<file path="src/hw/rtl/sfdm_pkg.sv">
// Shared types and constants for the stereo feedback delay mixer.
package sfdm_pkg;

  localparam int SAMPLE_W = 16;
  localparam int STORE_W = 20;
  localparam int GAIN_W = 17;
  localparam int DELAY_W = 17;
  localparam int DATA_W = 2 * SAMPLE_W;

  // Configuration port.
  localparam int CFG_IDX_W = 2;
  localparam int CFG_DATA_W = 17;
  localparam logic [CFG_IDX_W-1:0] CFG_DELAY = 2'd0;
  localparam logic [CFG_IDX_W-1:0] CFG_WET = 2'd1;
  localparam logic [CFG_IDX_W-1:0] CFG_FEEDBACK = 2'd2;

  localparam logic [GAIN_W-1:0] Q15_ONE = 17'd32768;
  localparam logic [DELAY_W-1:0] DELAY_RESET = 17'd1;

  // Output queue; its depth also bounds the items in flight.
  localparam int FIFO_DEPTH = 8;
  localparam int FIFO_AW = 3;
  localparam int FIFO_CW = 4;
  localparam logic [FIFO_CW-1:0] FIFO_FULL = 4'd8;

  typedef logic signed [SAMPLE_W-1:0] sample_t;
  typedef logic signed [STORE_W-1:0] store_word_t;

  // Per-cycle control that the top level hands to each channel lane.
  typedef struct packed {
    logic accept;
    logic b_valid;
    logic clear;
  } lane_ctl_t;

endpackage

</file>
<file path="src/hw/rtl/sfdm_out_fifo.sv">
// Output queue that merges both channel results into one stream item.
module sfdm_out_fifo (
  input  logic                         clk,
  input  logic                         rst,
  input  logic                         push,
  input  sfdm_pkg::sample_t            left,
  input  sfdm_pkg::sample_t            right,
  input  logic                         ready,
  output logic                         valid,
  output logic [sfdm_pkg::DATA_W-1:0]  data
);
  import sfdm_pkg::*;

  logic [DATA_W-1:0]  entry [FIFO_DEPTH];
  logic [FIFO_AW-1:0] wr_ptr;
  logic [FIFO_AW-1:0] rd_ptr;
  logic [FIFO_CW-1:0] count;
  logic               pop;

  assign valid = (count != '0);
  assign pop   = valid && ready;
  assign data  = entry[rd_ptr];

  always_ff @(posedge clk) begin
    if (push) begin
      entry[wr_ptr] <= {right, left};
    end
  end

  always_ff @(posedge clk) begin
    if (rst) begin
      wr_ptr <= '0;
      rd_ptr <= '0;
      count  <= '0;
    end else begin
      if (push) begin
        wr_ptr <= wr_ptr + 1'b1;
      end
      if (pop) begin
        rd_ptr <= rd_ptr + 1'b1;
      end
      case ({push, pop})
        2'b10:   count <= count + 1'b1;
        2'b01:   count <= count - 1'b1;
        default: count <= count;
      endcase
    end
  end

endmodule

</file>
<file path="config.mk">
export PLATFORM = sky130hd
export DESIGN_NAME = sfdm_out_fifo
export DESIGN_NICKNAME = d
export VERILOG_FILES = /design/src/hw/rtl/sfdm_pkg.sv /design/src/hw/rtl/sfdm_out_fifo.sv
export SDC_FILE = /design/constraint.sdc
export NUM_CORES = 1
export LEC_CHECK = 0
export BUFFER_PORTS_ARGS = -buffer_cell sky130_fd_sc_hd__buf_2
export CORE_ASPECT_RATIO = 0.7
export CORE_MARGIN = 2
export CORE_UTILIZATION = 60
export DETAILED_ROUTE_END_ITERATION = 7
export PLACE_DENSITY = 0.88
export SLEW_MARGIN = 20
export SYNTH_ARGS = -nofsm -noshare
export SYNTH_HDL_FRONTEND = slang
export SYNTH_SLANG_ARGS = --single-unit
</file>
<file path="constraint.sdc">
create_clock -name clk -period 3.75 [get_ports clk]
set_input_delay 0.1875 -clock clk [delete_from_list [all_inputs] [get_ports clk]]
set_output_delay 0.1875 -clock clk [all_outputs]
set_load 0.005 [all_outputs]
</file>
### Word-level counts from Yosys, hierarchy flattened

Memories as Yosys holds them, arrays and structs flattened. A register that Yosys moved wholly into a read port is not among the register bits.
Cells that the tools add are included.

| operators by class | value |
|---|---|
| add/sub/neg operators | 4 |
| eq/ne operators | 2 |
| muxes and demuxes | 5 |
| reduce and logical (&&, ||, !) cells | 3 |

Operator list:

| kind | number |
|---|---|
| $pmux 4 s2 | 1 |
| $add 3x1->3 const B | 2 |
| $mux 3 | 2 |
| $add 4x1->4 const B | 1 |
| $reduce_bool 4->1 | 1 |
| $sub 4x1->4 const B | 1 |
| $eq 2x1->1 const B | 1 |
| $eq 2x2->1 const B | 1 |
| $mux 1 | 2 |
| $reduce_bool 2->1 | 1 |
| $logic_and 1x1->1 | 1 |

| word-level totals | value |
|---|---|
| bits in registers | 10 |
| bits in writable memories | 256 |
| input bits | 36 |
| output and inout port bits | 33 |
| logic and storage cells | 18 |
| memories kept | 1 |

Memory list:

| memory | words | width | rd ports | clocked after Yosys merged registers in | write ports | RTL line | RTL |
|---|---|---|---|---|---|---|---|
| entry | 8 | 32 | 1 | 1 | 1 | sfdm_out_fifo.sv:14 | `logic [DATA_W-1:0] entry [FIFO_DEPTH];` |

### Depth between registers and ports, before layout

| depth | value |
|---|---|
| depth after elaboration | 4 |
| depth in mapped cells | 10 |
| gate-level depth less buffers | 10 |

### Least setup slack after synthesis

No wires, ideal clock.

| path | value |
|---|---|
| path type | reg-to-reg |
| start point | register wr_ptr[2] |
| end point | memory entry[0][0] (netlist bit), enable pin |
| library setup time | 0.461 ns |
| arrival | 2.701 ns |
| data required time | 3.289 ns |
| setup slack | 0.588 ns |
| cell stages (with the launch flop) | 3 |
| period minus slack after synthesis | 3.162 ns |
| cells stage by stage | dfxtp_1 nand2b_1 nor3_1 |

RTL lines:

| element | RTL line | RTL |
|---|---|---|
| start, declared | sfdm_out_fifo.sv:15 | `logic [FIFO_AW-1:0] wr_ptr;` |
| start signal, assigned | sfdm_out_fifo.sv:37 | `wr_ptr <= wr_ptr + 1'b1;` |
| end, declared | sfdm_out_fifo.sv:14 |  |

Straight into the memory's write port.

==> results by group <==
Critical path
  • Flop2flop setup slack: 1.13 ns
  • WS Path Type: register to output port
  • Worst path max stage delay: 0.83 ns
  • Startpoint class of the critical path: register
  • R2R depth: 10
  • Worst setup path endpoint: data[27]
  • Worst path required time: 3.56 ns
  • Worst-path cell chain: buf_12 > mux4_1 > mux2_2 > buf_2
  • Slowest-stage cell, CP: dfxtp_4
  • CP endpoint kind: output port
  • R2R Path Start: count[1]
  • R2r endpoint: count[2]
  • Critical path fanouts, max: 40
  • CP arrival: 2.71 ns

Layout
  • Syn-to-layout area delta: 17.9%
  • Share of layout cells above drive strength 1: 33.2%
  • Finished Core Util: 71.9%
  • Diode count: 0
  • # nets final: 605
  • Finished layout cell area: 12,300 µm²
  • Fillers: 1,001
  • Final Non-Filler Cells: 812

Power and ir drop
  • Sw power: 1.67 mW
  • Int Power: 5.63 mW
  • Net Sw Frac: 22.9%
  • Leakage: 4.08 nW
  • Peak supply drop: 0.451 mV
  • Pwr dens: 595 nW/µm²
  • Sequential Power Share: 48.5%
  • Clock Power Share: 36.1%
  • Comb power frac: 15.4%
  • Final Total Pwr: 7.30 mW

Global route
  • GRT Total Usage: 21.8%
  • Grt met3 use: 3.73%
  • Met2 Use GR: 37.7%
  • First-pass GRT wire length: 29.4 mm
  • Gr ovfl total: 0
  • GRT busiest layer: met2
  • Number of global-route vias before repair: 5,009
  • Antenna violations before repair: 0
  • Largest net degree at the start of global routing: 55
  • Grt met1 use: 29.7%

Logic synthesis
  • Most frequent cell after synthesis: edfxtp_1
  • Post-synth EDFFs: 256
  • Synth unique cells: 27
  • Synth top area cells: edfxtp_1, mux4_1, mux4_2
  • Async S/R FF share, synth: 0%
  • Top-area cell type share of the netlist area: 73.9%
  • Post-synthesis sequential area ratio: 76.4%
  • Most used DFF post-synth: edfxtp_1
  • Syn Std Cell Area: 10,400 µm²
  • Post-Syn Instances: 442
  • Yosys reg bits: 269
  • Synth warn: 0
  • Leading area contributor after synthesis: edfxtp_1
  • Syn Nets: 483
  • Syn Area/Cell: 23.5 µm²
  • Post-synth top cells: edfxtp_1, mux4_1, mux2_2, mux4_2, nor2_1

Placed design
  • DP HPWL: 10.6 mm
  • Pre-CTS setup slack: 1.13 ns
  • Buffers added on ports: 68
  • Gpl congestion: 0.749
  • # placed instances: 734
  • Area after DPL: 11,100 µm²

Die
  • Starting density of the core: 60.9%
  • I/O pin count: 69
  • Die X: 161 µm
  • # rows: 40
  • Die height: 114 µm
  • Core area: 17,100 µm²
  • Die footprint: 18,400 µm²

Timing
  • Fmax: 345 MHz
  • Final period util: 77.4%
  • Hold WS: 0.0544 ns
  • # setup viols final: 0
  • Clock skew: 0.00878 ns
  • Rel. slew slack: 30.7%
  • Final setup TNS: 0 ns
  • Period minus WS final: 2.90 ns
  • Final worst setup slack: 0.849 ns
  • RSZ-0062 raised after global routing: false
  • Final Hold Viols: 0
  • Slew @ Worst Pin: 1.04 ns
  • Slew Viols, Final: 0

Drt
  • DRT iter0 DRCs: 401
  • DR vias/cell: 5.87
  • Number of remaining DRC errors: 0
  • Initial DRT Pass Iterations: 4
  • Post-route ant nets: 0
  • Via Count: 4,764
  • WL per Instance: 23.7 µm
  • Post-Route WL: 19.2 mm

Clock tree
  • Clock Pin Slew Worst Setup and Hold Paths: 0.07 ns
  • TritonCTS Buffers: 25
  • Hold buffer count at cts: 34
  • CTS tree: yes
  • Worst-case clock buffer depth: 3
  • Post-CTS Setup Inserts: 0
  • CTS Sinks: 269
  • CTS Root Buffer Type: clkbuf_16
  • Insertion delay to the later sink of the worst-skew pair: 0.52 ns
  • Cts repair resizes: 0
  • Htree depth: 1

Worst hold path
  • Hold WC Path Type: input port to register

Run status
  • Status: completed

Job
  • Max_cap viols: 0
## cells in the final DEF (no fill, tap or decap), types with 9 or more instances in the layout
cell	Yosys	layout
clkbuf_16	0	25
buf_4	0	12
buf_2	6	68
dlygate4sd3_1	0	34
mux4_2	24	24
mux2_2	34	34
dfxtp_1	13	10
edfxtp_1	256	256
mux4_1	40	40
nor2_1	15	9
## layer usage
layer,vias to the layer above,wire length (µm)
li1,2130,-
met1,2476,8260
met2,129,9770
met3,29,840
met4,0,359
met5,-,0
## cell type report
type	instances	area [µm²]	area share [%]
Sequential cell	269	7950	64.8
Multi-Input combinational cell	151	2370	19.3
Timing Repair Buffer	115	791	6.45
Clock buffer	25	626	5.10
Tap cell	231	289	2.36
Clock inverter	19	233	1.90
Inverter	2	7.51	0.0612
## critical path, delay by kind of cell (launching register included)
family / cells / cell delay (ns)
buf+inv: 2 / 0.42
mux: 2 / 0.90
flops: 1 / 0.83
## cells by family after synthesis
family                   after synthesis  share of synthesized area [%]
AO/OA/AOI/OAI                          6                          0.361
XOR/XNOR                               7                          0.589
adder cells (fa/ha/maj)                5                          0.601
buffers and inverters                 22                           1.37
flip-flops                           269                           76.4
multiplexers                         100                           19.2
AND/OR/NAND/NOR                       33                           1.49
## power groups by stage
stage	logic, mW	clock network [mW]	registers (mW)
floorplan	0.888	0	3.50
global placement	1.06	0	3.59
detailed placement	1.11	0	3.61
CTS	1.14	2.68	3.54
global route	1.22	2.79	3.56
finish	1.12	2.64	3.54
## registers in the layout, summed over array words and instances, names as in the netlist, named ones only
signal / flops
count: 4
wr_ptr: 3
rd_ptr: 3
entry: 256
## worst min path at each step
stage / start / endpoint / slack (ns) / cells past startpoint
after global placement: left[6] / entry[3][6] / 0.44 / 1
after CTS: push / wr_ptr[1] / 0.04 / 3
after global routing: push / wr_ptr[1] / 0.08 / 3
after detailed placement: right[12] / entry[5][28] / 0.46 / 1
final: push / wr_ptr[1] / 0.05 / 3
after floorplan: left[0] / entry[0][0] / 0.29 / 0
Note: power is estimated with default switching activity, not from simulation.
